===== config.mk =====
export PLATFORM = sky130hd
export DESIGN_NAME = sfvg_vec_table
export DESIGN_NICKNAME = d
export VERILOG_FILES = /design/src/rtl/sfvg_pkg.sv /design/src/rtl/sfvg_vec_table.sv
export SDC_FILE = /design/constraint.sdc
export NUM_CORES = 1
export LEC_CHECK = 0
export BUFFER_PORTS_ARGS = -buffer_cell sky130_fd_sc_hd__buf_2
export CAP_MARGIN = 0
export CORE_UTILIZATION = 28
export CTS_BUF_LIST = sky130_fd_sc_hd__clkbuf_8 sky130_fd_sc_hd__clkbuf_16
export DETAILED_ROUTE_END_ITERATION = 16
export PLACE_DENSITY_LB_ADDON = 0.12
export SLEW_MARGIN = 20
export SYNTH_ARGS = -nofsm -noshare
export SYNTH_HDL_FRONTEND = slang
export SYNTH_SLANG_ARGS = --single-unit

===== constraint.sdc =====
create_clock -name clk_i -period 2.7 [get_ports clk_i]
set_input_delay 0.135 -clock clk_i [delete_from_list [all_inputs] [get_ports clk_i]]
set_output_delay 0.135 -clock clk_i [all_outputs]
set_load 0.02 [all_outputs]

===== src/rtl/sfvg_pkg.sv =====
`timescale 1ns / 1ps
// ----------------------------------------------------------------------------
// sfvg_pkg
// Shared types and codes of the stroke font vector generator.
// ----------------------------------------------------------------------------
package sfvg_pkg;

  localparam int unsigned CoordW  = 32;
  localparam int unsigned CodeW   = 7;
  localparam int unsigned WordW   = 64;
  localparam int unsigned CmdW    = 4;
  localparam int unsigned NibbleN = WordW / CmdW;
  localparam int unsigned CfgIdxW = 3;

  localparam logic [1:0] REQ_LOAD = 2'd0;
  localparam logic [1:0] REQ_SET  = 2'd1;
  localparam logic [1:0] REQ_DRAW = 2'd2;

  localparam logic [1:0] KIND_LINE = 2'd0;
  localparam logic [1:0] KIND_MOVE = 2'd1;
  localparam logic [1:0] KIND_ACK  = 2'd2;

  localparam logic [CfgIdxW-1:0] CFG_UP_X   = 3'd0;
  localparam logic [CfgIdxW-1:0] CFG_UP_Y   = 3'd1;
  localparam logic [CfgIdxW-1:0] CFG_LEFT_X = 3'd2;
  localparam logic [CfgIdxW-1:0] CFG_LEFT_Y = 3'd3;
  localparam logic [CfgIdxW-1:0] CFG_STEP_X = 3'd4;
  localparam logic [CfgIdxW-1:0] CFG_STEP_Y = 3'd5;

  localparam logic [CmdW-1:0] CMD_UP         = 4'd0;
  localparam logic [CmdW-1:0] CMD_DOWN       = 4'd1;
  localparam logic [CmdW-1:0] CMD_LEFT       = 4'd2;
  localparam logic [CmdW-1:0] CMD_RIGHT      = 4'd3;
  localparam logic [CmdW-1:0] CMD_UP_RIGHT   = 4'd4;
  localparam logic [CmdW-1:0] CMD_DOWN_RIGHT = 4'd5;
  localparam logic [CmdW-1:0] CMD_DOWN_LEFT  = 4'd6;
  localparam logic [CmdW-1:0] CMD_UP_LEFT    = 4'd7;
  localparam logic [CmdW-1:0] CMD_PEN_UP     = 4'd8;
  localparam logic [CmdW-1:0] CMD_PEN_DOWN   = 4'd9;
  localparam logic [CmdW-1:0] CMD_UP2        = 4'd10;
  localparam logic [CmdW-1:0] CMD_DOWN2      = 4'd11;
  localparam logic [CmdW-1:0] CMD_LEFT2      = 4'd12;
  localparam logic [CmdW-1:0] CMD_RIGHT2     = 4'd13;
  localparam logic [CmdW-1:0] CMD_STOP       = 4'd14;
  localparam logic [CmdW-1:0] CMD_DOWN4      = 4'd15;

  localparam logic [CodeW-1:0] LC_FIRST = 7'd97;
  localparam logic [CodeW-1:0] LC_LAST  = 7'd122;

  localparam logic [CoordW-1:0] RST_UP_X   = 32'h0000_0000;
  localparam logic [CoordW-1:0] RST_UP_Y   = 32'h0001_0000;
  localparam logic [CoordW-1:0] RST_LEFT_X = 32'hFFFF_0000;
  localparam logic [CoordW-1:0] RST_LEFT_Y = 32'h0000_0000;
  localparam logic [CoordW-1:0] RST_STEP_X = 32'h0006_0000;
  localparam logic [CoordW-1:0] RST_STEP_Y = 32'h0000_0000;

  typedef struct packed {
    logic [CoordW-1:0] x;
    logic [CoordW-1:0] y;
  } vec_t;

  typedef struct packed {
    vec_t u;
    vec_t l;
    vec_t u_plus_l;
    vec_t u_minus_l;
    vec_t u_twice;
    vec_t l_twice;
    vec_t u_down4;
  } base_set_t;

  typedef struct packed {
    logic is_move;
    logic pen_up;
    logic ink_on;
    logic stop;
    vec_t to;
  } stroke_t;

endpackage


===== src/rtl/sfvg_vec_table.sv =====
`timescale 1ns / 1ps
// ----------------------------------------------------------------------------
// sfvg_vec_table
// Registered base vectors formed from the up and left registers.
// ----------------------------------------------------------------------------
module sfvg_vec_table
  import sfvg_pkg::*;
(
  input  logic      clk_i,
  input  vec_t      up_i,
  input  vec_t      left_i,
  output base_set_t base_o
);

  always_ff @(posedge clk_i) begin
    base_o.u           <= up_i;
    base_o.l           <= left_i;
    base_o.u_plus_l.x  <= up_i.x + left_i.x;
    base_o.u_plus_l.y  <= up_i.y + left_i.y;
    base_o.u_minus_l.x <= up_i.x - left_i.x;
    base_o.u_minus_l.y <= up_i.y - left_i.y;
    base_o.u_twice.x   <= {up_i.x[CoordW-2:0], 1'b0};
    base_o.u_twice.y   <= {up_i.y[CoordW-2:0], 1'b0};
    base_o.l_twice.x   <= {left_i.x[CoordW-2:0], 1'b0};
    base_o.l_twice.y   <= {left_i.y[CoordW-2:0], 1'b0};
    base_o.u_down4.x   <= 32'd0 - {up_i.x[CoordW-3:0], 2'b00};
    base_o.u_down4.y   <= 32'd0 - {up_i.y[CoordW-3:0], 2'b00};
  end

endmodule


==> flow_summary.ini, run 1 <==
[floorplanning]
dieWidth_microns = 235
initial_utilization_pct = 28.3
row_count = 85
dieHeight_microns = 235
dieArea_sq_um = 55300
core_sq_um = 53700
ios = 577

[finish]
layout-drive-gt1-share_pct = 35.4
reg_top3 = base_o: 312 flops
antenna_cells = 0
multi_input_area_sq_um = 7510
registers.top_by_ff_count = base_o
largest_reg_flops = 312
nets = 2600
syn2layout_area_growth_pct = 42.4
fillerInstances = 5447
register_area_sq_um = 6250

[power]
sw_frac_of_total_pct = 32.5
p_switching_mw = 4.87
peakVddDrop_v = 0.000442
pwr-share-clk_pct = 35.9
power_density_nw_per_um2 = 691
p_leak_nw = 10.2
internal-power_mw = 10.1
power.share.combinational_pct = 28.1
p_seq_share_pct = 36.0

[cts]
clock_sinks = 312
cts_tree = built
clk_pin_slew_worst_paths_ns = 0.06
cts-root-buf = clkbuf_16
clk_path_buf_depth = 3
cts_buffers = 37
cts.htree.levels = 2

[timing]
setup_violations = 0
drv_slew = 0
period_share_pct = 96.3
worst_hold_slack_ns = 0.0422
hold_violations = 0
fin_crit_ns = 2.60
relSlewSlack_pct = 56.0
worst_pin_slew_ns = 0.658
worst_slack_ns = 0.0989
fmax_mhz = 384

[synth]
synthesis.area_sq_um = 15200
async_flop_share_pct = 0
seq_area_frac_synth_pct = 41.0
synth_common_cells = 312 x dfxtp_1, 139 x xnor2_1, 136 x buf_4, 126 x ha_1, 126 x nor2_1
synth_edf_count = 0
synthMostInstantiatedCell = dfxtp_1
yosys_warnings = 0
synthesis.instances = 1631
synth.area.top_cells = dfxtp_1 41%, ha_1 10%, xnor2_1 8.0%, buf_4 6.7%, a21oi_1 4.1%
avgSynthCellArea_sq_um = 9.33
synth_top_area_share_pct = 41.0
ys_ff_latch = 312
yosysUniqueCellTypes = 77
yosys.area.top_type = dfxtp_1
synthFlopType = dfxtp_1

[detailed_routing]
wl_microns = 54000
num_vias = 14000
wl_per_cell_microns = 17.6
drt_iter0_markers = 741
firstDrtPassIters = 5
drc = 0
vias_per_cell = 4.57
ant_nets = 0

[setup_path]
critPathKind = input pin to flip-flop
cp-start-kind = input pin
cp_max_fo = 6
crit_slowest_cell = o31ai_2
cp.required_ns = 3.20
cp-end-kind = flip-flop
arrival_ns = 3.10
max_stage_delay_ns = 0.57
path_cells = dlygate4sd3_1 -> buf_2 -> ha_1 -> nor2b_1 -> o211ai_1 -> nand2_1 -> o31ai_2 -> o221ai_2 -> and3_1 -> a211oi_2 -> xor2_1

[placement]
port_buffers = 568
gp_congestion = 0.884
hpwl_microns = 42700
pre_cts_ws_ns = -0.166

[worst_hold_path]
hold_depth = 4
worstHoldStart = left_i[1]
min_path_type = input pin to flip-flop
hold_end = base_o[193]

[outcome]
status = finished, final reports clean

[job]
cap_violations = 0

[global_route]
grt_overflow_total = 0
antenna_found_initial = 0
grt_pass1_wl_microns = 81900
grt_pass1_vias = 14100
grtUsageTotal_pct = 19.0
grt_max_degree = 15
## logic make-up after synthesis
| family | after synthesis | synth area share, % |
|---|---|---|
| buffers and inverters | 303 | 11.0 |
| DFF | 312 | 41.0 |
| other | 1 | 0.0246 |
| AOI/OAI and AO/OA | 343 | 15.1 |
| xor gates and xnor gates | 173 | 9.96 |
| adders and majority gates | 130 | 10.9 |
| and+or+nand+nor | 369 | 12.0 |
## what timing repair did
| action | CTS | global route |
|---|---|---|
| hold buffers | 132 | 2 |
| gates resized for setup | 0 | 38 |
| endpoints found under the hold margin | 191 | 2 |
| setup endpoints to repair | 0 | 24 |
| setup buffers | 0 | 4 |
## worst max-delay path, delay by kind of cell
kind	cells	cell delay [ns]
xor gates and xnor gates	1	0.15
AOI/OAI and AO/OA	4	1.28
and+or+nand+nor	3	0.56
buffers and inverters	2	0.70
adders and majority gates	1	0.28
## area by class of cell
type | instances | area share, %
clock inverters | 15 | 0.849
flip-flops and latches | 312 | 28.8
multi-input cells | 1023 | 34.6
clock buffers | 51 | 5.26
inverters | 119 | 2.06
repair buffers | 848 | 24.4
well taps | 696 | 4.02
## power by group through the flow
stage / registers, mW / clock network, mW / logic, mW
final: 5.39 / 5.37 / 4.21
after global placement: 5.48 / 0 / 4.04
after CTS: 5.40 / 5.55 / 4.19
after global routing: 5.44 / 5.72 / 4.52
after detailed placement: 5.49 / 0 / 4.01
after floorplan: 6.21 / 0 / 1.69
## per-stage QoR
stage | area (sq um) | setup TNS, ns | std cells | total power, mW | util (%)
final | 21700 | 0 | 3064 | 15.0 | 40.4
after global routing | 21700 | -0.0131 | 3064 | 15.7 | 40.4
after CTS | 21500 | 0 | 3059 | 15.1 | 39.9
after detailed placement | 18800 | -0.509 | 2861 | 9.50 | 35.0
after global placement | 18800 | -0.666 | 2861 | 9.53 | 35.0
after floorplan | 15200 | 0 | 1638 | 7.90 | -
## cells in the final DEF (no fill, tap or decap), types with 5 or more instances in the layout
| cell type | count |
|---|---|
| buf_2 | 568 |
| a211oi_1 | 7 |
| or3_1 | 6 |
| or4_1 | 7 |
| nand4_1 | 12 |
| a31oi_1 | 8 |
| a21oi_1 | 122 |
| a21boi_1 | 5 |
| a221oi_1 | 5 |
| inv_1 | 115 |
| nor4_2 | 5 |
| a21o_1 | 18 |
| and3_1 | 9 |
| conb_1 | 8 |
| nand2_1 | 61 |
| xor2_1 | 34 |
| buf_4 | 147 |
| o21ai_0 | 35 |
| nand2b_1 | 17 |
| nor2b_1 | 25 |
| o21bai_1 | 29 |
| xnor2_1 | 139 |
| clkbuf_8 | 12 |
| inv_2 | 5 |
| nor3_1 | 35 |
| ha_1 | 123 |
| nand3_1 | 17 |
| and2_1 | 5 |
| dfxtp_1 | 312 |
| clkbuf_16 | 39 |
| o21a_1 | 13 |
| o211ai_1 | 10 |
| nor4_1 | 23 |
| dlygate4sd3_1 | 133 |
| o21ai_1 | 13 |
| o31ai_1 | 12 |
| nor2_1 | 125 |
## routing by layer
layer  GRT usage [%]  wire [microns]
met1            23.1           23200
met2            33.5           26600
met3            2.61            2400
met4            7.52            1750
met5               0               0
## how the worst max path moves through the flow
| stage | from | endpoint | depth (start not counted) |
|---|---|---|---|
| floorplan | up_i[0] | base_o[282] | 10 |
| global placement | up_i[36] | base_o[317] | 12 |
| global route | up_i[33] | base_o[62] | 13 |
| CTS | left_i[6] | base_o[285] | 13 |
| finish | up_i[37] | base_o[319] | 11 |
| detailed placement | left_i[36] | base_o[317] | 13 |
Note: power is estimated with default switching activity, not from simulation.
==> run 2, diff against run 1 <==
==> constraint.sdc (replaced) <==
create_clock -name clk_i -period 2.5 [get_ports clk_i]
set_input_delay 0.125 -clock clk_i [delete_from_list [all_inputs] [get_ports clk_i]]
set_output_delay 0.125 -clock clk_i [all_outputs]
set_load 0.02 [all_outputs]
==> flow_summary.ini, run 2 (same netlist as run 1, synthesis figures left out) <==
[outcome]
status = finished, final reports clean

[finish]
final_cell_mix = 568 x buf_2, 312 x dfxtp_1, 250 x buf_4
reg_top3 = base_o: 312 flops
syn2layout_area_growth_pct = 48.3
final_area_sq_um = 22600
nets = 2707
registers.top_by_ff_count = base_o
fillerInstances = 5351
mostFrequentLayoutCell = buf_2
multi_input_area_sq_um = 7590
largest_reg_flops = 312
antenna_cells = 0
layout-drive-gt1-share_pct = 38.4
register_area_sq_um = 6250

[detailed_routing]
wl_microns = 55100
num_vias = 14200
wl_per_cell_microns = 17.4
ant_nets = 0
firstDrtPassIters = 5
vias_per_cell = 4.49
drt_iter0_markers = 567
drc = 0

[job]
cap_violations = 0

[floorplanning]
row_count = 85
dieWidth_microns = 235
dieArea_sq_um = 55300
ios = 577
initial_utilization_pct = 28.3
core_sq_um = 53700
dieHeight_microns = 235

[timing]
relSlewSlack_pct = 51.3
worst_pin_slew_ns = 0.728
setup_violations = 0
period_share_pct = 98.3
drv_slew = 0
worst_hold_slack_ns = 0.0127
tns_ns = 0
hold_violations = 0
fmax_mhz = 407
fin_crit_ns = 2.46

[placement]
port_buffers = 568
hpwl_microns = 43700
gp_congestion = 0.880
post_dp_cell_area_sq_um = 19600

[setup_path]
max_stage_delay_ns = 0.53
cp_top_family = compound AO/OA/AOI/OAI gates
cp-start-kind = input pin
critPathKind = input pin to flip-flop
path_cells = dlygate4sd3_1 -> buf_2 -> ha_1 -> buf_4 -> a21oi_1 -> o21ai_0 -> nand3b_1 -> o211ai_1 -> a21oi_1 -> o22ai_1 -> xnor2_1
cp-end-kind = flip-flop
path_common_cell = a21oi_1
cp.required_ns = 2.98
crit_slowest_cell = dlygate4sd3_1
arrival_ns = 2.93
cp_max_fo = 8
crit_buf_inv = 3

[cts]
clk_pin_slew_worst_paths_ns = 0.06
cts-root-buf = clkbuf_16
clk_path_buf_depth = 3
cts_buffers = 38
cts_tree = built
clock_sinks = 312
cts.htree.levels = 2

[global_route]
grt_pass1_wl_microns = 83400
antenna_found_initial = 0
grt_max_degree = 16
grt_overflow_total = 0
grt_pass1_vias = 14400
grtUsageTotal_pct = 19.3

[power]
power_density_nw_per_um2 = 728
peakVddDrop_v = 0.000476
p_leak_nw = 10.7

[worst_hold_path]
min_path_type = input pin to flip-flop
==> run 2: final timing paths <==
| path | to | cells after the start | from |
|---|---|---|---|
| min | base_o[41] | 4 | up_i[33] |
| max | base_o[255] | 11 | up_i[46] |
==> run 2: through the flow <==
| step | cells | total power [mW] | setup WS [ns] | util (%) |
|---|---|---|---|---|
| global placement | 2963 | 10.5 | -0.405 | 36.4 |
| finish | 3173 | 16.4 | 0.0419 | 42.0 |
| detailed placement | 2963 | 10.4 | -0.445 | 36.4 |
| floorplan | 1638 | 8.53 | 0.173 | - |
| global route | 3173 | 17.2 | -0.0178 | 42.0 |
| CTS | 3168 | 16.6 | 0.00329 | 41.5 |
==> run 2: routing by layer <==
metal | GRT usage (%) | vias up | wire, microns
met5 | 0 | - | 0
met4 | 6.28 | 0 | 1580
met3 | 3.55 | 82 | 2630
met2 | 34.5 | 453 | 27300
met1 | 23.1 | 6687 | 23600
li1 | - | 7026 | -
==> run 2: cell type report <==
cell class                 instances  area share, %
clock inverter                    22           1.04
multi-input combinational       1023           33.6
inverter                         119           1.98
sequential                       312           27.7
tap                              696           3.86
timing repair buffer             954           26.9
clock buffer                      47           4.91
==> run 2: where the power goes <==
part	switching (mW)	internal [mW]	total, mW	leakage (nW)
registers	0.223	5.61	5.83	2.63
logic	2.87	1.86	4.73	7.44
clock network	2.30	3.58	5.88	0.672
total	5.39	11.0	16.4	10.7
==> run 2: timing repair <==
action / CTS / global route
buffers inserted: 0 / 6
hold buffers: 136 / 0
resized for setup: 0 / 49
endpoints found under the setup margin: 0 / 30
hold endpoints to repair: 190 / 0
==> run 3, diff against run 2 <==
--- a/config.mk
+++ b/config.mk
@@ -5,6 +5,7 @@
 export SDC_FILE = /design/constraint.sdc
 export NUM_CORES = 1
 export LEC_CHECK = 0
+export ABC_AREA = 1
 export BUFFER_PORTS_ARGS = -buffer_cell sky130_fd_sc_hd__buf_2
 export CAP_MARGIN = 0
 export CORE_UTILIZATION = 28
==> flow_summary.ini, run 3 <==
[outcome]
status = finished, final reports clean

[floorplanning]
ios = 577
dieHeight_microns = 257
dieWidth_microns = 257
dieArea_sq_um = 66300
initial_utilization_pct = 28.3
row_count = 93
core_sq_um = 64500

[detailed_routing]
wl_microns = 71400
num_vias = 17900
wl_per_cell_microns = 17.2
drc = 0
drt_iter0_markers = 797
firstDrtPassIters = 5
ant_nets = 0
vias_per_cell = 4.33

[cts]
cts.htree.levels = 2
clock_sinks = 312
cts_tree = built
cts-resized-gates = 0
clk_path_buf_depth = 3
cts_buffers = 39
postCtsHoldBufs = 128
post-cts-setup-buffers = 0
cts-root-buf = clkbuf_16
clk_pin_slew_worst_paths_ns = 0.06

[setup_path]
arrival_ns = 2.68
cp_max_fo = 5
endpoint = base_o[24]
startpoint = up_i[1]
cp-start-kind = input pin
cp.required_ns = 2.94
cp-end-kind = flip-flop
critPathKind = input pin to flip-flop

[synth]
synthFlopType = dfxtp_1
yosys.area.top_type = dfxtp_1
synth_top_area_share_pct = 34.2
async_flop_share_pct = 0
avgSynthCellArea_sq_um = 6.79
synth-xor-area-share_pct = 5.85
yosys_warnings = 0
synth_common_cells = 812 x nand2_1, 498 x inv_1, 312 x dfxtp_1, 252 x nor2_1, 138 x buf_4
synth.area.top_cells = dfxtp_1 34%, nand2_1 17%, inv_1 10%, ha_1 8.6%, buf_4 5.7%
synthesis.area_sq_um = 18300
synthMostInstantiatedCell = nand2_1
synth_top_family_by_area = simple AND/OR/NAND/NOR gates
ys_ff_latch = 312
yosys.area_share.simple_pct = 29.7
synthAdderAreaFrac_pct = 9.07
yosysUniqueCellTypes = 36
synth_compound_area_share_pct = 3.75
synthesis.instances = 2691
synthMuxAreaShare_pct = 0
synth_edf_count = 0
seq_area_frac_synth_pct = 34.2

[finish]
largest_reg_flops = 312
final_cell_mix = 812 x nand2_1, 568 x buf_2, 506 x inv_1
antenna_cells = 0
final_area_sq_um = 23600
instances_no_fill = 4141
syn2layout_area_growth_pct = 29.1
fillerInstances = 6993
postLayoutCoreUtil_pct = 36.6
registers.top_by_ff_count = base_o
mostFrequentLayoutCell = nand2_1
nets = 3520
reg_top3 = base_o: 312 flops
layout-drive-gt1-share_pct = 20.8

[worst_hold_path]
min_path_type = input pin to flip-flop
worstHoldStart = left_i[31]

[placement]
post_dp_cell_area_sq_um = 21000
gp_congestion = 0.919
hpwl_microns = 60100
port_buffers = 568
dp.cells = 3947

[global_route]
grt_pass1_vias = 18000
grtUsageTotal_pct = 21.1
grt_max_degree = 13
antenna_found_initial = 0
grt_pass1_wl_microns = 106000
grt_overflow_total = 0

[timing]
drv_slew = 0
tns_ns = 0
fmax_mhz = 446
relSlewSlack_pct = 54.4
worst_pin_slew_ns = 0.677
setup_violations = 0
hold_violations = 0
worst_hold_slack_ns = 0.236
period_share_pct = 89.6
fin_crit_ns = 2.24
rsz0062_at_grt = false

[power]
peakVddDrop_v = 0.000385
power_density_nw_per_um2 = 684
p_leak_nw = 13.2

[job]
cap_violations = 0
==> run 3: through the flow <==
| step | worst slack (ns) | total power, mW |
|---|---|---|
| global placement | 0.271 | 10.4 |
| CTS | 0.277 | 16.4 |
| finish | 0.260 | 16.1 |
| floorplan | 0.870 | 8.66 |
| global route | 0.182 | 17.0 |
| detailed placement | 0.228 | 10.4 |
==> run 3: layer usage <==
metal | share of wire, % | track usage, % | routed length (microns)
met1 | 40 | 23.0 | 28200
met5 | 0 | 0 | 0
met3 | 4.8 | 3.28 | 3400
met4 | 3.4 | 7.53 | 2440
met2 | 52 | 40.6 | 37300
==> run 3: cell type report <==
cell class / count / area, sq um / area share (%)
Clock buffer: 47 / 1110 / 4.70
Sequential cell: 312 / 6250 / 26.5
Timing Repair Buffer: 713 / 4250 / 18.0
Tap cell: 855 / 1070 / 4.53
Inverter: 500 / 1880 / 7.97
Multi-Input combinational cell: 1695 / 8860 / 37.6
Clock inverter: 19 / 179 / 0.758
==> run 3: worst min path at each step <==
stage | slack (ns) | cells after the start | to
3_5_place_dp | 0.25 | 1 | base_o[383]
4_1_cts | 0.19 | 2 | base_o[447]
3_3_place_gp | 0.25 | 1 | base_o[415]
2_1_floorplan | 0.15 | 0 | base_o[320]
5_1_grt | 0.20 | 2 | base_o[415]
6_report | 0.24 | 2 | base_o[351]
==> run 3: worst max-delay path, stage by stage <==
cell and delay (ns):
dlygate4sd3_1 0.53, buf_2 0.17, inv_1 0.15, ha_1 0.26, nand3_1 0.17, inv_1 0.26, nand3_1 0.21, nor3b_2 0.45
nand2_1 0.17, xor2_1 0.18
==> run 3: power breakdown <==
part	internal, mW	switching (mW)	total [mW]	leakage [nW]
Clock	3.44	2.30	5.74	0.654
Sequential	5.57	0.284	5.85	2.63
Combinational	1.42	3.12	4.54	9.94
==> run 3: cells by family (layout without fill, tap and decap cells) <==
| kind of cell | after synthesis | count (layout) |
|---|---|---|
| simple gates | 1309 | 1309 |
| flops | 312 | 312 |
| other cells | 1 | 8 |
| compound gates | 126 | 126 |
| fa+ha+maj | 130 | 130 |
| xor+xnor | 122 | 122 |
| buf+inv | 691 | 1279 |
