### src/rtl/sfvg_pkg.sv
`timescale 1ns / 1ps
// ----------------------------------------------------------------------------
// sfvg_pkg
// Shared types and codes of the stroke font vector generator.
// ----------------------------------------------------------------------------
package sfvg_pkg;

  localparam int unsigned CoordW  = 32;
  localparam int unsigned CodeW   = 7;
  localparam int unsigned WordW   = 64;
  localparam int unsigned CmdW    = 4;
  localparam int unsigned NibbleN = WordW / CmdW;
  localparam int unsigned CfgIdxW = 3;

  localparam logic [1:0] REQ_LOAD = 2'd0;
  localparam logic [1:0] REQ_SET  = 2'd1;
  localparam logic [1:0] REQ_DRAW = 2'd2;

  localparam logic [1:0] KIND_LINE = 2'd0;
  localparam logic [1:0] KIND_MOVE = 2'd1;
  localparam logic [1:0] KIND_ACK  = 2'd2;

  localparam logic [CfgIdxW-1:0] CFG_UP_X   = 3'd0;
  localparam logic [CfgIdxW-1:0] CFG_UP_Y   = 3'd1;
  localparam logic [CfgIdxW-1:0] CFG_LEFT_X = 3'd2;
  localparam logic [CfgIdxW-1:0] CFG_LEFT_Y = 3'd3;
  localparam logic [CfgIdxW-1:0] CFG_STEP_X = 3'd4;
  localparam logic [CfgIdxW-1:0] CFG_STEP_Y = 3'd5;

  localparam logic [CmdW-1:0] CMD_UP         = 4'd0;
  localparam logic [CmdW-1:0] CMD_DOWN       = 4'd1;
  localparam logic [CmdW-1:0] CMD_LEFT       = 4'd2;
  localparam logic [CmdW-1:0] CMD_RIGHT      = 4'd3;
  localparam logic [CmdW-1:0] CMD_UP_RIGHT   = 4'd4;
  localparam logic [CmdW-1:0] CMD_DOWN_RIGHT = 4'd5;
  localparam logic [CmdW-1:0] CMD_DOWN_LEFT  = 4'd6;
  localparam logic [CmdW-1:0] CMD_UP_LEFT    = 4'd7;
  localparam logic [CmdW-1:0] CMD_PEN_UP     = 4'd8;
  localparam logic [CmdW-1:0] CMD_PEN_DOWN   = 4'd9;
  localparam logic [CmdW-1:0] CMD_UP2        = 4'd10;
  localparam logic [CmdW-1:0] CMD_DOWN2      = 4'd11;
  localparam logic [CmdW-1:0] CMD_LEFT2      = 4'd12;
  localparam logic [CmdW-1:0] CMD_RIGHT2     = 4'd13;
  localparam logic [CmdW-1:0] CMD_STOP       = 4'd14;
  localparam logic [CmdW-1:0] CMD_DOWN4      = 4'd15;

  localparam logic [CodeW-1:0] LC_FIRST = 7'd97;
  localparam logic [CodeW-1:0] LC_LAST  = 7'd122;

  localparam logic [CoordW-1:0] RST_UP_X   = 32'h0000_0000;
  localparam logic [CoordW-1:0] RST_UP_Y   = 32'h0001_0000;
  localparam logic [CoordW-1:0] RST_LEFT_X = 32'hFFFF_0000;
  localparam logic [CoordW-1:0] RST_LEFT_Y = 32'h0000_0000;
  localparam logic [CoordW-1:0] RST_STEP_X = 32'h0006_0000;
  localparam logic [CoordW-1:0] RST_STEP_Y = 32'h0000_0000;

  typedef struct packed {
    logic [CoordW-1:0] x;
    logic [CoordW-1:0] y;
  } vec_t;

  typedef struct packed {
    vec_t u;
    vec_t l;
    vec_t u_plus_l;
    vec_t u_minus_l;
    vec_t u_twice;
    vec_t l_twice;
    vec_t u_down4;
  } base_set_t;

  typedef struct packed {
    logic is_move;
    logic pen_up;
    logic ink_on;
    logic stop;
    vec_t to;
  } stroke_t;

endpackage

### src/rtl/sfvg_stroke_unit.sv
`timescale 1ns / 1ps
// ----------------------------------------------------------------------------
// sfvg_stroke_unit
// Decodes one stroke command and forms the pen position after the move.
// ----------------------------------------------------------------------------
module sfvg_stroke_unit
  import sfvg_pkg::*;
(
  input  logic [CmdW-1:0] cmd_i,
  input  logic            half_i,
  input  vec_t            pen_i,
  input  base_set_t       base_i,
  output stroke_t         stroke_o
);

  vec_t base;
  vec_t vec;
  logic neg;

  always_comb begin
    base = base_i.u;
    neg  = 1'b0;
    stroke_o.is_move  = 1'b1;
    stroke_o.pen_up   = 1'b0;
    stroke_o.ink_on   = 1'b0;
    stroke_o.stop     = 1'b0;
    unique case (cmd_i) inside
      CMD_UP:                  base = base_i.u;
      CMD_DOWN:       begin base = base_i.u;         neg = 1'b1; end
      CMD_LEFT:                base = base_i.l;
      CMD_RIGHT:      begin base = base_i.l;         neg = 1'b1; end
      CMD_UP_RIGHT:            base = base_i.u_minus_l;
      CMD_DOWN_RIGHT: begin base = base_i.u_plus_l;  neg = 1'b1; end
      CMD_DOWN_LEFT:  begin base = base_i.u_minus_l; neg = 1'b1; end
      CMD_UP_LEFT:             base = base_i.u_plus_l;
      CMD_UP2:                 base = base_i.u_twice;
      CMD_DOWN2:      begin base = base_i.u_twice;   neg = 1'b1; end
      CMD_LEFT2:               base = base_i.l_twice;
      CMD_RIGHT2:     begin base = base_i.l_twice;   neg = 1'b1; end
      CMD_DOWN4:               base = base_i.u_down4;
      CMD_PEN_UP:     begin stroke_o.is_move = 1'b0; stroke_o.pen_up = 1'b1; end
      CMD_PEN_DOWN:   begin stroke_o.is_move = 1'b0; stroke_o.ink_on = 1'b1; end
      default:        begin stroke_o.is_move = 1'b0; stroke_o.stop = 1'b1; end
    endcase

    // lower-case glyphs at half size
    if (half_i) begin
      vec.x = {base.x[CoordW-1], base.x[CoordW-1:1]};
      vec.y = {base.y[CoordW-1], base.y[CoordW-1:1]};
    end else begin
      vec = base;
    end

    if (neg) begin
      stroke_o.to.x = pen_i.x - vec.x;
      stroke_o.to.y = pen_i.y - vec.y;
    end else begin
      stroke_o.to.x = pen_i.x + vec.x;
      stroke_o.to.y = pen_i.y + vec.y;
    end
  end

endmodule

### config.mk
export PLATFORM = sky130hd
export DESIGN_NAME = sfvg_stroke_unit
export DESIGN_NICKNAME = d
export VERILOG_FILES = /design/src/rtl/sfvg_pkg.sv /design/src/rtl/sfvg_stroke_unit.sv
export SDC_FILE = /design/constraint.sdc
export NUM_CORES = 1
export LEC_CHECK = 0
export ABC_CLOCK_PERIOD_IN_PS = 9000
export BUFFER_PORTS_ARGS = -buffer_cell sky130_fd_sc_hd__buf_4
export CAP_MARGIN = 20
export CORE_AREA = 8 8 224 226
export DETAILED_ROUTE_END_ITERATION = 10
export DIE_AREA = 0 0 232 234
export PLACE_DENSITY = 0.53
export SLEW_MARGIN = 20
export SYNTH_ARGS = -nofsm -noshare
export SYNTH_HDL_FRONTEND = slang
export SYNTH_SLANG_ARGS = --single-unit
### constraint.sdc
create_clock -name vclk -period 9
set_input_delay 1.35 -clock vclk [all_inputs]
set_output_delay 1.35 -clock vclk [all_outputs]
set_load 0.01 [all_outputs]
==> impl_metrics.csv, run 1 <==
group,metric,value,unit
sta,fin_setup_tns,0,ns
grt,global_route.usage.met3,5.032,%
grt,antenna_found_initial,23,
placement,post-dp-hpwl,66260,microns
layout,final_util,33.19,%
grt,grt_use_total,26.30,%
pwr,post_layout_total_power,1.742,mW
drt,postRouteAntennaNets,0,
grt,global_route_wire_length_before_repair,107200,microns
drt,wl,76860,microns
pwr,power.density_cell_area,112.0,nW/um^2
placement,pre_cts_slack,0.1964,ns
sta,timing.slew.headroom,26.85,%
sta,postLayoutSetupSlackWorst,0.3909,ns
synthesis,synth-xor-area-share,7.739,%
synthesis,netlist_instances,1532,
layout,fillCellCount,5188,
placement,numPortBuffers,585,
synthesis,synth-compound-area-share,43.94,%
synthesis,synth-adder-area-share,8.255,%
synthesis,syn_avg_cell_area,6.649,sq um
sta,maxClockFrequency,0.1162,GHz
sta,fin_crit_sh,95.66,%
drt,drt_first_pass_iters,6,
floorplanning,die_height,234,microns
layout,final_cells,2709,
drt,post_drt_wl_per_cell,28.37,microns
synthesis,syn_nets,2115,
floorplanning,die_x_extent,232,microns
worst_setup_path,critPathBufInv,5,
worst_setup_path,critical_path.endpoint_type,"output port",
grt,grt_use_met2,43.15,%
status,outcome,"finished clean",
worst_setup_path,cp_slowest_stage_delay,0.66,ns
synthesis,netlist-cell-type-count,96,
flow_run,max_cap_violations,0,
sta,slew_worst_pin,1.092,ns
floorplanning,start_util,21.74,%
layout,final_design_area_no_fill,15550,sq um
sta,setup_viol_count_final,0,
pwr,worst_ir_drop_vdd,100.4,uV
drt,initialDrtViolationCount,1231,
worst_setup_path,worstSetupPathType,"input port to output port",
grt,grt-busiest-layer,"met2",
layout,design.seq.count,0,
synthesis,synth_top_cell_area_share,7.861,%
floorplanning,floorplan.die_area,54290,sq um
worst_setup_path,cp-start-kind,"input port",
synthesis,dominant_combinational_cell_family_by_area_after_synthesis,"compound AO/OA/AOI/OAI gates",
floorplanning,fp.coreArea,46840,sq um
placement,cell_area_placed,15440,sq um
drt,num_vias,15300,
placement,placed_cells,2689,
worst_setup_path,critPathSlowestCell,"sky130_fd_sc_hd__a2111oi_1",
pwr,leakage,6.865,nW
synthesis,yosys-top-cells-area,"sky130_fd_sc_hd__ha_1 (7.9%), sky130_fd_sc_hd__a21oi_1 (7.5%), sky130_fd_sc_hd__o21ai_0 (5.8%), sky130_fd_sc_hd__xnor2_1 (5.1%), sky130_fd_sc_hd__nor2_1 (4.7%)",
layout,final_layout_size_suffix_gt1_share,34.84,%
placement,global_placer_s_final_weighted_congestion,0.9799,
grt,via_count_of_the_first_global_routing_pass,15130,
grt,grt-ovfl-total,0,
worst_setup_path,critical_path.most_common_cell,"sky130_fd_sc_hd__buf_4",
synthesis,ys.warnings.count,0,
layout,clockBufferCount,0,
sta,slew_viol_final,0,
synthesis,synth_simple_gate_area_share,27.67,%
layout,final_net_count,2663,
worst_setup_path,worst_path_dominant_cell_family,"compound AO/OA/AOI/OAI gates",
layout,sequential_cell_area,0,sq um
grt,grt_max_degree,67,
drt,vias_per_cell,5.647,
worst_setup_path,cp.required,7.65,ns
floorplanning,io_pins,585,
worst_setup_path,cp_max_fo,31,
worst_setup_path,critical_path_arrival,7.26,ns
synthesis,dominant_cell_type_by_area_after_synthesis,"sky130_fd_sc_hd__ha_1",
synthesis,synth_sequential_area_ratio,0,%
sta,finalHoldViolations,0,
worst_hold_path,hold_class,"input port to output port",
sta,fin_crit,8.609,ns
grt,globalRouteMet1Util,35.06,%
worst_setup_path,critical_path.cell_chain,"buf_8, buf_12, buf_4, mux2i_1, mux2i_1, a2111oi_1, buf_4, o22ai_1, nor3_1, nand4_1, o41ai_1, xnor2_1, ha_1, and4_1, a221o_1, o211ai_1, o21ai_0, a221o_1, a41oi_1, nor2b_1, xnor2_1, buf_4",
floorplanning,fp-row-count,80,
sta,worst_hold_slack,3.091,ns
drt,detail_route.drc_violations,0,
layout,area_delta_synth_final,52.63,%
synthesis,synthesis.area,10190,sq um
synthesis,synth_mux_area_share,5.208,%
kinds of logic after synthesis:
logic type,Yosys count
fa+ha+maj,66
xor+xnor,90
buf+inv,158
compound gates,647
simple gates,524
mux,47
Yosys cell counts, drive strengths merged (9+ instances only):
cell / n
ha: 64
a41oi: 12
xnor2: 59
buf: 64
o21ai: 119
o22a: 11
a21oi: 153
a31oi: 27
and4: 11
a211oi: 18
nor4: 13
nand3b: 12
nand3: 40
nor3: 34
nand2: 102
xor2: 31
and3b: 11
nor3b: 24
a2111oi: 11
mux2i: 35
o211ai: 25
a21o: 38
nand4: 18
and2: 18
nor2b: 33
and3: 11
o22ai: 32
o221ai: 13
nand2b: 35
nor2: 129
a22oi: 14
clkbuf: 54
inv: 38
a32oi: 9
a221oi: 26
o21a: 23
a221o: 12
repair_timing:
item / in CTS / in global routing
hold buffers: 0 / 0
endpoints found under the setup margin: 0 / 8
buffers inserted: 0 / 4
hold endpoints to repair: 0 / 0
gates resized for setup: 0 / 9
layer usage:
layer	routed length (microns)	part of all wire [%]
met5	72	0.094
met4	1699	2.2
met3	6189	8.1
met2	35730	46
met1	33170	43
cell usage in the layout, fill, tap and decap left out, types with 32 or more instances in the layout:
cell / count
sky130_fd_sc_hd__ha_1: 64
sky130_fd_sc_hd__a21o_1: 37
sky130_fd_sc_hd__inv_1: 35
sky130_fd_sc_hd__nor2_1: 127
sky130_fd_sc_hd__nand3_1: 40
sky130_fd_sc_hd__nand2b_1: 35
sky130_fd_sc_hd__o22ai_1: 32
sky130_fd_sc_hd__xnor2_1: 59
sky130_fd_sc_hd__a21oi_1: 152
sky130_fd_sc_hd__o21ai_0: 118
sky130_fd_sc_hd__nor3_1: 34
sky130_fd_sc_hd__nand2_1: 102
sky130_fd_sc_hd__buf_4: 656
sky130_fd_sc_hd__mux2i_1: 35
cell type report:
cell class	count	area, sq um	area share, %
Timing Repair Buffer	664	5062	32.56
Antenna cell	16	40.04	0.2575
Inverter	40	150.1	0.9657
Tap cell	615	769.5	4.949
Multi-Input combinational cell	1374	9525	61.27
report_power, final:
part / internal, mW / total, mW / switching [mW]
logic: 0.797 / 1.74 / 0.944
registers: 0 / 0 / 0
clock network: 0.000000240 / 0.000000240 / 0
total: 0.797 / 1.74 / 0.944
tightest hold or removal path: cells and delay by family:
family	cells	cell delay, ns
adder cells (fa/ha/maj)	1	0.17
buffers and inverters	2	0.22
final timing paths:
| check | from | to | slack (ns) | cells after the start |
|---|---|---|---|---|
| hold / removal | pen_i[33] | stroke_o[33] | 3.09 | 3 |
| setup / recovery | cmd_i[0] | stroke_o[61] | 0.39 | 22 |
Power figures use the tool's default switching activity.
==> run 2: changes to the inputs <==
ABC_CLOCK_PERIOD_IN_PS = 9700   (was 9000)
clock period = 9.7 ns   (was 9 ns; I/O delays follow)
==> impl_metrics.csv, run 2 (synthesized netlist as in run 1, its figures left out) <==
group,metric,value,unit
status,outcome,"finished clean",
layout,final_cells,2684,
floorplanning,io_pins,585,
worst_setup_path,worst_path_dominant_cell_family,"compound AO/OA/AOI/OAI gates",
worst_hold_path,hold_start,"pen_i[33]",
worst_hold_path,whs_endpoint,"stroke_o[33]",
layout,sequential_cell_area,0,sq um
worst_setup_path,critical_path.endpoint_type,"output port",
placement,placed_cells,2665,
grt,grt-ovfl-total,0,
worst_setup_path,critical_path_arrival,7.80,ns
placement,pre_cts_slack,0.6905,ns
sta,slew_worst_pin,1.115,ns
sta,worst_hold_slack,3.276,ns
floorplanning,die_height,234,microns
pwr,worst_ir_drop_vdd,92.78,uV
drt,vias_per_cell,5.674,
pwr,post_layout_total_power,1.596,mW
drt,detail_route.drc_violations,0,
drt,drt_first_pass_iters,7,
sta,fin_crit_sh,95.45,%
clock_tree,post_cts_hold_fix_bufs,0,
worst_setup_path,cp_slowest_stage_delay,0.63,ns
layout,layout.cells.most_common,"sky130_fd_sc_hd__buf_4",
worst_setup_path,critPathBufInv,4,
sta,setup_repair_after_global_routing_missed_its_margin,"no",
grt,global_route_wire_length_before_repair,107200,microns
placement,global_placer_s_final_weighted_congestion,0.9553,
drt,num_vias,15230,
floorplanning,die_x_extent,232,microns
layout,clockBufferCount,0,
clock_tree,post-cts-setup-buffer-count,0,
layout,final_net_count,2635,
layout,area_delta_synth_final,50.12,%
pwr,leakage,6.713,nW
sta,setup_viol_count_final,0,
flow_run,max_cap_violations,0,
placement,numPortBuffers,585,
floorplanning,floorplan.die_area,54290,sq um
worst_setup_path,cp-start-kind,"input port",
layout,final_layout_size_suffix_gt1_share,33.85,%
drt,initialDrtViolationCount,1295,
sta,slew_viol_final,0,
sta,postLayoutSetupSlackWorst,0.4416,ns
worst_setup_path,cp.required,8.25,ns
worst_setup_path,critPathSlowestCell,"sky130_fd_sc_hd__or4b_2",
grt,via_count_of_the_first_global_routing_pass,14990,
worst_setup_path,cp_max_fo,31,
worst_setup_path,worstSetupPathType,"input port to output port",
clock_tree,post_cts_resized,0,
sta,maxClockFrequency,0.1080,GHz
sta,fin_crit,9.258,ns
layout,design.seq.count,0,
layout,most-common-layout-cells,"sky130_fd_sc_hd__buf_4 (631), sky130_fd_sc_hd__a21oi_1 (152), sky130_fd_sc_hd__nor2_1 (127), sky130_fd_sc_hd__o21ai_0 (118), sky130_fd_sc_hd__nand2_1 (102)",
drt,post_drt_wl_per_cell,28.83,microns
floorplanning,fp.coreArea,46840,sq um
grt,grt_max_degree,100,
pwr,power.density_cell_area,104.4,nW/um^2
sta,finalHoldViolations,0,
grt,grt_use_total,26.47,%
placement,post-dp-hpwl,66360,microns
drt,wl,77370,microns
drt,postRouteAntennaNets,0,
sta,fin_setup_tns,0,ns
sta,timing.slew.headroom,25.49,%
grt,antenna_found_initial,25,
worst_hold_path,min_delay_path_depth,3,
floorplanning,fp-row-count,80,
floorplanning,start_util,21.74,%
worst_hold_path,hold_class,"input port to output port",
[run 2: worst max path at each step]
| stage | from | endpoint | slack [ns] | cells after the start |
|---|---|---|---|---|
| floorplan | half_i | stroke_o[21] | 1.50 | 25 |
| global placement | cmd_i[1] | stroke_o[21] | 0.70 | 25 |
| detailed placement | cmd_i[1] | stroke_o[21] | 0.69 | 25 |
| CTS | cmd_i[1] | stroke_o[21] | 0.63 | 25 |
| global route | cmd_i[1] | stroke_o[30] | 0.16 | 22 |
| finish | cmd_i[1] | stroke_o[21] | 0.44 | 25 |
[run 2: metrics by stage]
step	instance area (sq um)	util, %
floorplan	10190	-
global placement	15240	32.54
detailed placement	15240	32.54
CTS	15240	32.54
global route	15290	32.64
finish	15290	32.64
[run 2: routing by layer]
layer	GRT usage (%)	up-vias	part of all wire (%)
met2	42.48	689	46
li1	-	7020	-
met3	4.875	86	6.9
met1	35.69	7422	44
met5	0	-	0.085
met4	7.732	12	2.6
[run 2: area by class of cell]
class | instances | area [sq um]
multi-input cells | 1374 | 9495
well taps | 615 | 769.5
fillers | 5181 | 31550
repair buffers | 636 | 4828
diodes | 19 | 47.55
inverters | 40 | 150.1
[run 2: power by group]
part / switching, mW / internal, mW
combinational: 0.872 / 0.724
sequential: 0 / 0
clock: 0 / 0.000000264
total: 0.872 / 0.724
[run 2: tightest hold or removal path: stages]
cell	delay (ns)
sky130_fd_sc_hd__buf_4	0.09
sky130_fd_sc_hd__fa_1	0.16
sky130_fd_sc_hd__buf_4	0.12
==> run 3: changes to the inputs <==
ABC_AREA = 1   (was unset)
ABC_CLOCK_PERIOD_IN_PS = 7900   (was 9700)
CORE_AREA = 8 8 220 222   (was 8 8 224 226)
DIE_AREA = 0 0 228 230   (was 0 0 232 234)
PLACE_DENSITY = 0.54   (was 0.53)
clock period = 7.9 ns   (was 9.7 ns; I/O delays follow)
==> impl_metrics.csv, run 3 <==
group,metric,value,unit
status,outcome,"finished clean",
sta,setup_repair_after_global_routing_missed_its_margin,"no",
synthesis,synth_sequential_area_ratio,0,%
synthesis,synth-xor-area-share,8.767,%
pwr,switchingPower,1.143,mW
worst_setup_path,critical_path.endpoint_type,"output port",
pwr,post_layout_total_power,1.967,mW
drt,vias_per_cell,4.810,
pwr,power.density_cell_area,133.3,nW/um^2
sta,setup_viol_count_final,0,
sta,fin_crit,7.397,ns
layout,sequential_cell_area,0,sq um
placement,global_placer_s_final_weighted_congestion,0.9854,
pwr,power.share.sequential,0,%
layout,area_delta_synth_final,52.31,%
pwr,switching_share_of_power,58.12,%
grt,grt_max_degree,61,
worst_hold_path,hold_class,"input port to output port",
placement,numPortBuffers,585,
grt,antenna_found_initial,21,
layout,final_cells,3194,
layout,layout.cells.most_common,"sky130_fd_sc_hd__nand2_1",
pwr,cellInternalPower,0.8239,mW
synthesis,syn_avg_cell_area,4.729,sq um
grt,grt-ovfl-total,0,
clock_tree,post-cts-setup-buffer-count,0,
floorplanning,die_x_extent,228,microns
pwr,clock_power_share,0,%
synthesis,netlist_instances,2049,
sta,slew_worst_pin,0.9659,ns
drt,detail_route.drc_violations,0,
floorplanning,fp-row-count,78,
worst_setup_path,cp_max_fo,43,
floorplanning,floorplan.die_area,52440,sq um
layout,design.seq.count,0,
drt,postRouteAntennaNets,0,
layout,final_design_area_no_fill,14760,sq um
synthesis,syn_nets,2632,
pwr,leakage,8.444,nW
clock_tree,post_cts_resized,0,
synthesis,synth-adder-area-share,8.677,%
layout,most-common-layout-cells,"sky130_fd_sc_hd__nand2_1 (889), sky130_fd_sc_hd__buf_4 (613), sky130_fd_sc_hd__nor2_1 (242), sky130_fd_sc_hd__nand3_1 (193), sky130_fd_sc_hd__inv_1 (168)",
synthesis,synth_simple_gate_area_share,59.69,%
synthesis,synth_top_cell_area_share,34.44,%
pwr,power.share.combinational,100.0,%
synthesis,dominant_cell_type_by_area_after_synthesis,"sky130_fd_sc_hd__nand2_1",
sta,timing.slew.headroom,35.54,%
sta,maxClockFrequency,0.1352,GHz
synthesis,ys.warnings.count,0,
layout,final_layout_size_suffix_gt1_share,25.64,%
worst_setup_path,worstSetupPathType,"input port to output port",
sta,finalHoldViolations,0,
floorplanning,die_height,230,microns
layout,final_net_count,3171,
synthesis,netlist-cell-type-count,38,
synthesis,yosys-top-cells-area,"sky130_fd_sc_hd__nand2_1 (34%), sky130_fd_sc_hd__nand3_1 (10%), sky130_fd_sc_hd__nor2_1 (9.5%), sky130_fd_sc_hd__ha_1 (8.3%), sky130_fd_sc_hd__xor2_1 (6.7%)",
placement,cell_area_placed,14740,sq um
floorplanning,io_pins,585,
synthesis,dominant_combinational_cell_family_by_area_after_synthesis,"simple AND/OR/NAND/NOR gates",
layout,multi_input_comb_area,8672,sq um
sta,fin_setup_tns,0,ns
drt,initialDrtViolationCount,1270,
synthesis,yosys-top-cells-count,"sky130_fd_sc_hd__nand2_1 (889), sky130_fd_sc_hd__nor2_1 (245), sky130_fd_sc_hd__nand3_1 (193), sky130_fd_sc_hd__inv_1 (168), sky130_fd_sc_hd__a21oi_1 (121)",
grt,via_count_of_the_first_global_routing_pass,15540,
pwr,worst_ir_drop_vdd,76.63,uV
floorplanning,fp.coreArea,44890,sq um
sta,fin_crit_sh,93.63,%
drt,wl,72790,microns
worst_setup_path,cp.required,6.71,ns
floorplanning,start_util,21.59,%
sta,slew_viol_final,0,
layout,clockBufferCount,0,
synthesis,synth-compound-area-share,12.02,%
worst_setup_path,cp-start-kind,"input port",
synthesis,synth_mux_area_share,0,%
placement,placed_cells,3186,
flow_run,max_cap_violations,0,
placement,post-dp-hpwl,64730,microns
synthesis,synthesis.area,9691,sq um
drt,num_vias,15360,
drt,drt_first_pass_iters,5,
grt,global_route_wire_length_before_repair,103700,microns
clock_tree,post_cts_hold_fix_bufs,0,
synthesis,yosys.cell_count.top_type,"sky130_fd_sc_hd__nand2_1",
layout,fillCellCount,5333,
drt,post_drt_wl_per_cell,22.79,microns
grt,grt_use_total,26.04,%
worst_setup_path,critical_path_arrival,6.21,ns
-- run 3: cell count changes after synthesis, moves of 43 or more --
cell | previous run | this run
sky130_fd_sc_hd__inv_1 | 35 | 168
sky130_fd_sc_hd__nand2_1 | 102 | 889
sky130_fd_sc_hd__nand3_1 | 40 | 193
sky130_fd_sc_hd__nor2_1 | 128 | 245
sky130_fd_sc_hd__o21ai_0 | 118 | 44
sky130_fd_sc_hd__xor2_1 | 31 | 74
-- run 3: per-layer routing --
layer	up-vias	global-route usage, %	wire length [microns]
met1	7045	32.13	30570
met2	611	45.95	34860
met4	16	6.417	1991
li1	7608	-	-
met3	82	5.036	5269
met5	-	0	97
-- run 3: kinds of logic (layout without fill, tap and decap cells) --
| logic type | count (synthesis) | in the layout |
|---|---|---|
| adder cells (fa/ha/maj) | 66 | 66 |
| buffers and inverters | 262 | 799 |
| AO/OA/AOI/OAI | 211 | 211 |
| XOR/XNOR | 97 | 97 |
| AND/OR/NAND/NOR | 1413 | 1413 |
| other | 0 | 8 |
-- run 3: power by group through the flow --
stage | registers [mW] | logic (mW) | clock network (mW)
floorplan | 0 | 1.06 | 0
global placement | 0 | 1.97 | 0
detailed placement | 0 | 1.98 | 0
CTS | 0 | 1.98 | 0
global route | 0 | 2.15 | 0.0000000853
finish | 0 | 1.97 | 0.000000137
-- run 3: critical path, stage by stage --
cell	delay (ns)
sky130_fd_sc_hd__buf_4	0.41
sky130_fd_sc_hd__nand2_1	0.22
sky130_fd_sc_hd__nor2_4	0.16
sky130_fd_sc_hd__buf_4	0.47
sky130_fd_sc_hd__nand2_1	0.12
sky130_fd_sc_hd__nand2_1	0.08
sky130_fd_sc_hd__nor2_1	0.07
sky130_fd_sc_hd__nand4_1	0.08
sky130_fd_sc_hd__nand2_1	0.10
sky130_fd_sc_hd__ha_1	0.26
sky130_fd_sc_hd__nor2_1	0.15
sky130_fd_sc_hd__xor2_1	0.30
sky130_fd_sc_hd__ha_1	0.34
sky130_fd_sc_hd__a21oi_1	0.14
sky130_fd_sc_hd__nand2_1	0.09
sky130_fd_sc_hd__a21oi_1	0.28
sky130_fd_sc_hd__o21ai_0	0.22
sky130_fd_sc_hd__a21oi_1	0.51
sky130_fd_sc_hd__inv_1	0.09
sky130_fd_sc_hd__nand2_1	0.07
sky130_fd_sc_hd__nand2_1	0.07
sky130_fd_sc_hd__a21oi_1	0.30
sky130_fd_sc_hd__o21ai_0	0.14
sky130_fd_sc_hd__nand2_1	0.08
sky130_fd_sc_hd__nand2_1	0.06
sky130_fd_sc_hd__buf_4	0.15
-- run 3: path summary, 6_finish.rpt --
kind / startpoint / endpoint / slack [ns] / cells after the start
hold / removal: pen_i[33] / stroke_o[33] / 2.75 / 3
setup / recovery: cmd_i[1] / stroke_o[23] / 0.50 / 26
-- run 3: layout make-up --
cell class	count	area share, %
multi-input combinational	1787	58.76
timing repair buffer	614	31.32
tap	600	5.086
antenna	8	0.1356
inverter	185	4.705
-- run 3: through the flow --
stage	hold slack [ns]	utilization, %	setup slack (ns)
2_1_floorplan	2.424	-	1.896
3_3_place_gp	2.749	32.83	0.6014
3_5_place_dp	2.756	32.83	0.5818
4_1_cts	2.757	32.83	0.5638
5_1_grt	2.769	32.86	0.1048
6_report	2.753	32.88	0.5030
